==> src/rtl/core/cdq_pkg.sv <==
// Shared types, constants and helpers for the codebook dequant dot-product unit.
// No dependencies.
package cdq_pkg;

    localparam logic [31:0] QNAN = 32'h7FC0_0000;

    // Control tag that travels with a step item down the lanes.
    typedef struct packed {
        logic v;       // stage holds a step item
        logic single;  // only the low index contributes
        logic emit;    // this item closes the dot product
    } t_ctl;

    // Leading zeros of a nonzero 48-bit word.
    function automatic logic [5:0] lead_zeros48(input logic [47:0] v);
        logic [5:0] cnt;
        cnt = 6'd48;
        for (int i = 0; i < 48; i++) begin
            if (v[i]) cnt = 6'(47 - i);
        end
        return cnt;
    endfunction

endpackage

==> src/rtl/core/cdq_fp_mul.sv <==
// One multiply lane: FP32 x FP32, round to nearest even, three stages.
// Depends on cdq_pkg.
module cdq_fp_mul (
    input  logic        i_clk,
    input  logic        i_en,
    input  logic [31:0] i_a,
    input  logic [31:0] i_b,
    output logic [31:0] o_p
);

    // stage 1: unpack, 24x24 product
    logic               a_nan, b_nan, a_inf, b_inf, a_zero, b_zero;
    logic [7:0]         eea, eeb;
    logic [23:0]        ma, mb;
    logic [47:0]        r1_prod;
    logic signed [10:0] r1_exp;
    logic               r1_sign, r1_nan, r1_inf, r1_zero;

    always_comb begin
        a_nan  = (i_a[30:23] == 8'hFF) && (i_a[22:0] != 23'd0);
        b_nan  = (i_b[30:23] == 8'hFF) && (i_b[22:0] != 23'd0);
        a_inf  = (i_a[30:23] == 8'hFF) && (i_a[22:0] == 23'd0);
        b_inf  = (i_b[30:23] == 8'hFF) && (i_b[22:0] == 23'd0);
        a_zero = (i_a[30:0] == 31'd0);
        b_zero = (i_b[30:0] == 31'd0);
        eea    = (i_a[30:23] == 8'd0) ? 8'd1 : i_a[30:23];
        eeb    = (i_b[30:23] == 8'd0) ? 8'd1 : i_b[30:23];
        ma     = {(i_a[30:23] != 8'd0), i_a[22:0]};
        mb     = {(i_b[30:23] != 8'd0), i_b[22:0]};
    end

    always_ff @(posedge i_clk) begin
        if (i_en) begin
            r1_prod <= ma * mb;
            r1_exp  <= $signed({3'b000, eea} + {3'b000, eeb}) - 11'sd126;
            r1_sign <= i_a[31] ^ i_b[31];
            r1_nan  <= a_nan | b_nan | (a_inf & b_zero) | (b_inf & a_zero);
            r1_inf  <= a_inf | b_inf;
            r1_zero <= a_zero | b_zero;
        end
    end

    // stage 2: normalize leading one to bit 47
    logic [5:0]         lz;
    logic [47:0]        r2_n;
    logic signed [10:0] r2_exp;
    logic               r2_sign, r2_nan, r2_inf, r2_zero;

    assign lz = cdq_pkg::lead_zeros48(r1_prod);

    always_ff @(posedge i_clk) begin
        if (i_en) begin
            r2_n    <= r1_prod << lz;
            r2_exp  <= r1_exp - $signed({5'b00000, lz});
            r2_sign <= r1_sign;
            r2_nan  <= r1_nan;
            r2_inf  <= r1_inf;
            r2_zero <= r1_zero | (r1_prod == 48'd0);
        end
    end

    // stage 3: subnormal shift and rounding
    logic signed [10:0] one_minus;
    logic [5:0]         sh;
    logic [47:0]        shifted;
    logic               lost, g, st, inc;
    logic [7:0]         efield;
    logic [30:0]        rounded;
    logic [31:0]        res;
    logic [31:0]        r_p;

    always_comb begin
        one_minus = 11'sd1 - r2_exp;
        if (r2_exp > 11'sd0)          sh = 6'd0;
        else if (one_minus > 11'sd63) sh = 6'd63;
        else                          sh = one_minus[5:0];
        shifted = r2_n >> sh;
        lost    = |(r2_n & ~({48{1'b1}} << sh));
        g       = shifted[23];
        st      = (|shifted[22:0]) | lost;
        inc     = g & (st | shifted[24]);
        efield  = (r2_exp > 11'sd0) ? r2_exp[7:0] : 8'd0;
        rounded = {efield, shifted[46:24]} + {30'd0, inc};
        if (r2_nan)                    res = cdq_pkg::QNAN;
        else if (r2_inf)               res = {r2_sign, 8'hFF, 23'd0};
        else if (r2_zero)              res = {r2_sign, 31'd0};
        else if (r2_exp > 11'sd254)    res = {r2_sign, 8'hFF, 23'd0};
        else                           res = {r2_sign, rounded};
    end

    always_ff @(posedge i_clk) begin
        if (i_en) r_p <= res;
    end

    assign o_p = r_p;

endmodule

==> config.mk <==
export PLATFORM = sky130hd
export DESIGN_NAME = cdq_fp_mul
export DESIGN_NICKNAME = d
export VERILOG_FILES = /design/src/rtl/core/cdq_pkg.sv /design/src/rtl/core/cdq_fp_mul.sv
export SDC_FILE = /design/constraint.sdc
export NUM_CORES = 2
export LEC_CHECK = 0
export BUFFER_PORTS_ARGS = -buffer_cell sky130_fd_sc_hd__buf_4
export CAP_MARGIN = 5
export CORE_MARGIN = 10
export CORE_UTILIZATION = 45
export DETAILED_ROUTE_END_ITERATION = 8
export PLACE_DENSITY = 0.72
export SYNTH_ARGS = -nofsm -noshare
export SYNTH_HDL_FRONTEND = slang
export SYNTH_SLANG_ARGS = --single-unit
==> constraint.sdc <==
create_clock -name i_clk -period 9.5 [get_ports i_clk]
set_clock_uncertainty 0.05 [all_clocks]
set_input_delay 0.95 -clock i_clk [delete_from_list [all_inputs] [get_ports i_clk]]
set_output_delay 0.95 -clock i_clk [all_outputs]
set_load 0.05 [all_outputs]
======== Yosys cells after proc, flatten, opt, wreduce, memory -nomap -nowiden ========
Index checks and enable logic that the tools add are counted.
cells by class
  eq/ne operators ......................... 2
  shift-type cells ........................ 3
  muxes and demuxes ....................... 56
  reduce and logical (&&, ||, !) cells .... 19
  multiply operators ...................... 1
  magnitude comparators ................... 3
  $add $sub $neg .......................... 5
  bitwise logic cells ..................... 14
operator list
  kind                                                                              count
  6-bit 2-to-1 mux                                                                  49
  31-bit logical NOT                                                                2
  31-bit 2-to-1 mux                                                                 2
  48-bit AND                                                                        1
  48-bit logical NOT                                                                1
  24-bit by 24-bit multiplier with 48-bit output                                    1
  48-bit NOT                                                                        1
  48-bit OR reduction                                                               1
  48-bit by 6-bit << shifter with 48-bit output                                     1
  48-bit by 6-bit << shifter with 48-bit output, first input constant               1
  48-bit by 6-bit >> shifter with 47-bit output                                     1
  23-bit logical NOT                                                                2
  23-bit nonzero test                                                               2
  31-bit by 1-bit adder with 31-bit output                                          1
  8-bit 2-to-1 mux                                                                  3
  23-bit 2-to-1 mux                                                                 1
  23-bit OR reduction                                                               1
  8-bit equality test, second input constant                                        2
  8-bit logical NOT                                                                 2
  8-bit nonzero test                                                                2
  11-bit by 1-bit greater-than comparator with 1-bit output, second input constant  1
  11-bit by 7-bit greater-than comparator with 1-bit output, second input constant  1
  11-bit by 9-bit greater-than comparator with 1-bit output, second input constant  1
  11-bit by 7-bit subtractor with 11-bit output                                     1
  other kinds (10)                                                                  22
storage, ports and cells
  output and inout port bits .............. 32
  bits in registers ....................... 158

======== Depth between registers and ports, before layout ========
  word-level depth ........................ 49
  depth in mapped cells ................... 29

======== Worst setup path before layout ========
Ideal clock, no wire load.
  kind .................................... input port to flip-flop
  start point ............................. input i_a[30]
  end point ............................... register r1_prod[44] (data pin)
  buffers on the path ..................... 1
  stages on the path ...................... 27
  library setup time ...................... 0.259 ns
  required time ........................... 9.191 ns
  arrival time ............................ 7.962 ns
  slack ................................... 1.229 ns
  path through ............................ nor4_1 nand2_1 clkbuf_1 and2_1 fa_1 fa_1 fa_1 inv_1 fa_1 fa_1 fa_1 inv_1 fa_1 ha_1 a21o_1 a21oi_1 o21bai_1 a21o_1 a21oi_1 a311oi_1 a41o_1 o41a_1 o41a_1 and2_1 o21a_1 nor2_1 xnor2_1
between the ends
  longest elaborated chain between the ends .. 2
RTL lines
  element                                         line              text
  start: declaration                              cdq_fp_mul.sv:6   input logic [31:0] i_a,
  8-bit nonzero test                              cdq_fp_mul.sv:28  ma = {(i_a[30:23] != 8'd0), i_a[22:0]};
  24-bit by 24-bit multiplier with 48-bit output  cdq_fp_mul.sv:34  r1_prod <= ma * mb;
  end signal: assignment                          cdq_fp_mul.sv:34
  end: declaration                                cdq_fp_mul.sv:15  logic [47:0] r1_prod;
No other way between the ends.
A chain may end at the register's enable or synchronous reset.

======== Final worst setup path ========
  start point ............................. input i_b[3]
  end point ............................... register r1_prod[44] (data pin)
between the ends
  longest elaborated chain between the ends .. 1
RTL lines
  element                                         line              text
  start: declaration                              cdq_fp_mul.sv:7   input logic [31:0] i_b,
  24-bit by 24-bit multiplier with 48-bit output  cdq_fp_mul.sv:34
No other way between the ends.

==> results.yml <==
outcome:
  status: "finished, final reports clean"
synthesis:
  yosys_warnings: 0
  netlist_instances: 3530
  synth_edf_count: 157
  ys_ff_latch: 157
  synthTopCellsByArea: "fa_1 (31%), edfxtp_1 (15%), ha_1 (7.9%)"
  avgSynthCellArea_um2: 8.90
  synth_common_cells: "inv_1 (541), nand2_1 (523), fa_1 (484)"
  ys_seq_area_frac: 0.150
  yosysMostFrequentCell: "inv_1"
  synth_top_flop_cell: "edfxtp_1"
  netlist_area_um2: 31400
  yosysTopAreaCellShare: 0.309
  yosysTopAreaCell: "fa_1"
  yosys.cell_types.count: 101
  synthArstFlopShare: 0
  synth_fp_nets: 4279
routing:
  ant_nets: 0
  drt_iter0_drc: 2277
  drt_first_pass_iters: 6
  drcViolationCount: 0
  totalWireLength_um: 96600
  wire_per_inst_um: 21.9
  avgViaCountPerCell: 5.84
  vias: 25798
global_route:
  grt_max_degree: 85
  grt_pass1_wl_um: 152000
  gr-total-overflow: 0
  use_met1: 0.297
  antenna_found_initial: 1
  grt_usage: 0.237
  grt_pass1_vias: 26629
  busiest_layer: "met2"
  grtUsageMet3: 0.0389
  use_met2: 0.389
clocking:
  clk_latency_ns: 0.46
  cts_resized: 0
  cts_setup_buffers: 0
  cts_tree: "yes"
  cts_root_buf: "clkbuf_16"
  ctsHoldBuffers: 0
  clkSlewWorstSetupHoldPaths_ns: 0.07
  cts_buffers: 17
  clock-sinks: 157
  htreeDepth: 4
  cts_buffer_depth: 2
finish:
  area.growth.synth_to_final_pct: 6.15
  fillCellCount: 6612
  antenna_cells: 0
  final_nets: 4220
  drive_above_1_share: 0.0611
  fin_util: 0.484
  ff_latch_area_um2: 4710
  multiInputGateArea_um2: 23900
sta:
  setup_viol: 0
  hold_slack_ns: 0.374
  period_minus_slack_ns: 8.39
  clock.fmax_mhz: 119
  finalHoldViolCount: 0
  setup_tns_ns: 0
  fin_crit_sh: 0.884
  finalWorstSetupSlack_ns: 1.11
  worst_slew_pin_slew_ns: 1.21
  relSlewSlack: 0.186
  slew_violations: 0
  rsz0062_at_grt: "false"
min_path:
  min_path_type: "reg2reg"
place:
  io_buffers: 97
  place_hpwl_um: 73900
  place_ws_ns: 0.622
  place.gp.congestion: 1.01
worst_setup_path:
  worst_path_max_delay_cell: "fa_1"
  critical_path.top_delay_family: "adder cells"
  crit_buf_inv: 5
  arrival_ns: 8.55
  crit_path_frequent_cell: "fa_1"
  cp-start-kind: "input pin"
  max_stage_delay_ns: 0.59
  cp-end-kind: "flip-flop"
  crit_type: "in2reg"
  path_max_fanout: 25
  worstPathRequired_ns: 9.65
floorplanning:
  ioPinCount: 98
  die_y_um: 284
  dieWidth_um: 284
  die-area_um2: 80800
  core_um2: 68900
  rows: 96
  initial_core_util: 0.456
run:
  maxCapViolations: 0
[registers in the layout (all words and copies together) (netlist names)]
name,count
r1_prod,48
r2_n,48
o_p,32
r2_exp,11
r1_exp,10
r1_inf,1
r1_nan,1
r1_sign,1
r1_zero,1
r2_inf,1
r2_nan,1
r2_sign,1
r2_zero,1
[metrics by stage]
step | std cells | area (um2)
global placement | 4383 | 32700
floorplan | 3530 | 31400
finish | 4415 | 33300
CTS | 4415 | 33300
detailed placement | 4383 | 32700
global route | 4415 | 33300
[cells by family after synthesis]
family / after synthesis / synth area share
muxes: 187 / 0.0603
DFF: 157 / 0.150
and+or+nand+nor: 1199 / 0.186
AOI/OAI and AO/OA: 480 / 0.103
adders and majority gates: 684 / 0.388
xor gates and xnor gates: 77 / 0.0221
buffers and inverters: 746 / 0.0908
[path summary, 6_finish.rpt]
check | start | end | slack [ns] | cells after the start
setup / recovery | i_b[3] | r1_prod[44] | 1.11 | 27
hold / removal | r1_inf | r2_inf | 0.37 | 0
setup reg to reg | r2_exp[1] | o_p[25] | 2.43 | 17
hold reg to reg | r1_inf | r2_inf | 0.37 | 0
[worst register-to-register path, delay by kind of cell (launching register included)]
family,cells,cell delay (ns)
xor+xnor,1,0.79
buf+inv,3,0.84
mux,1,0.35
fa+ha+maj,1,0.34
flops,1,0.82
simple gates,5,2.28
compound gates,6,1.44
[layout by cell type (no fill, tap or decap), drive strengths merged, types with 14 or more instances in the layout]
master | synthesis | routed
nor3 | 54 | 54
fa | 484 | 484
nor4 | 51 | 51
o211ai | 19 | 19
nand4 | 23 | 23
edfxtp | 157 | 157
o21bai | 15 | 15
o31ai | 16 | 16
ha | 199 | 199
or3 | 17 | 17
a31oi | 16 | 16
clkbuf | 163 | 17
mux2 | 14 | 14
nor2b | 15 | 15
a21oi | 111 | 111
nand3 | 46 | 46
nor2 | 171 | 171
mux2i | 173 | 173
o21ai | 93 | 93
nand2 | 527 | 527
and3 | 17 | 17
xnor2 | 51 | 51
xor2 | 26 | 26
buf | 39 | 124
o21a | 15 | 15
and2 | 208 | 208
a211oi | 33 | 33
a21o | 29 | 29
nand2b | 19 | 19
inv | 542 | 547
o22ai | 24 | 24
[layer usage]
metal  up-vias  part of all wire
met5         -                 0
met4         0             0.059
met3       302             0.087
met2      1417              0.46
met1     12608              0.39
li1      11471                 -
[area by class of cell]
class | instances | share of cell area
Inverter | 544 | 0.0612
Tap cell | 931 | 0.0349
Clock inverter | 15 | 0.00529
Sequential cell | 157 | 0.141
Clock buffer | 17 | 0.0128
Timing Repair Buffer | 124 | 0.0280
Multi-Input combinational cell | 2627 | 0.716
Power is left out: the tool's default activity adds up to more than one toggle a clock period on the data nets, which glitch-free logic cannot reach.
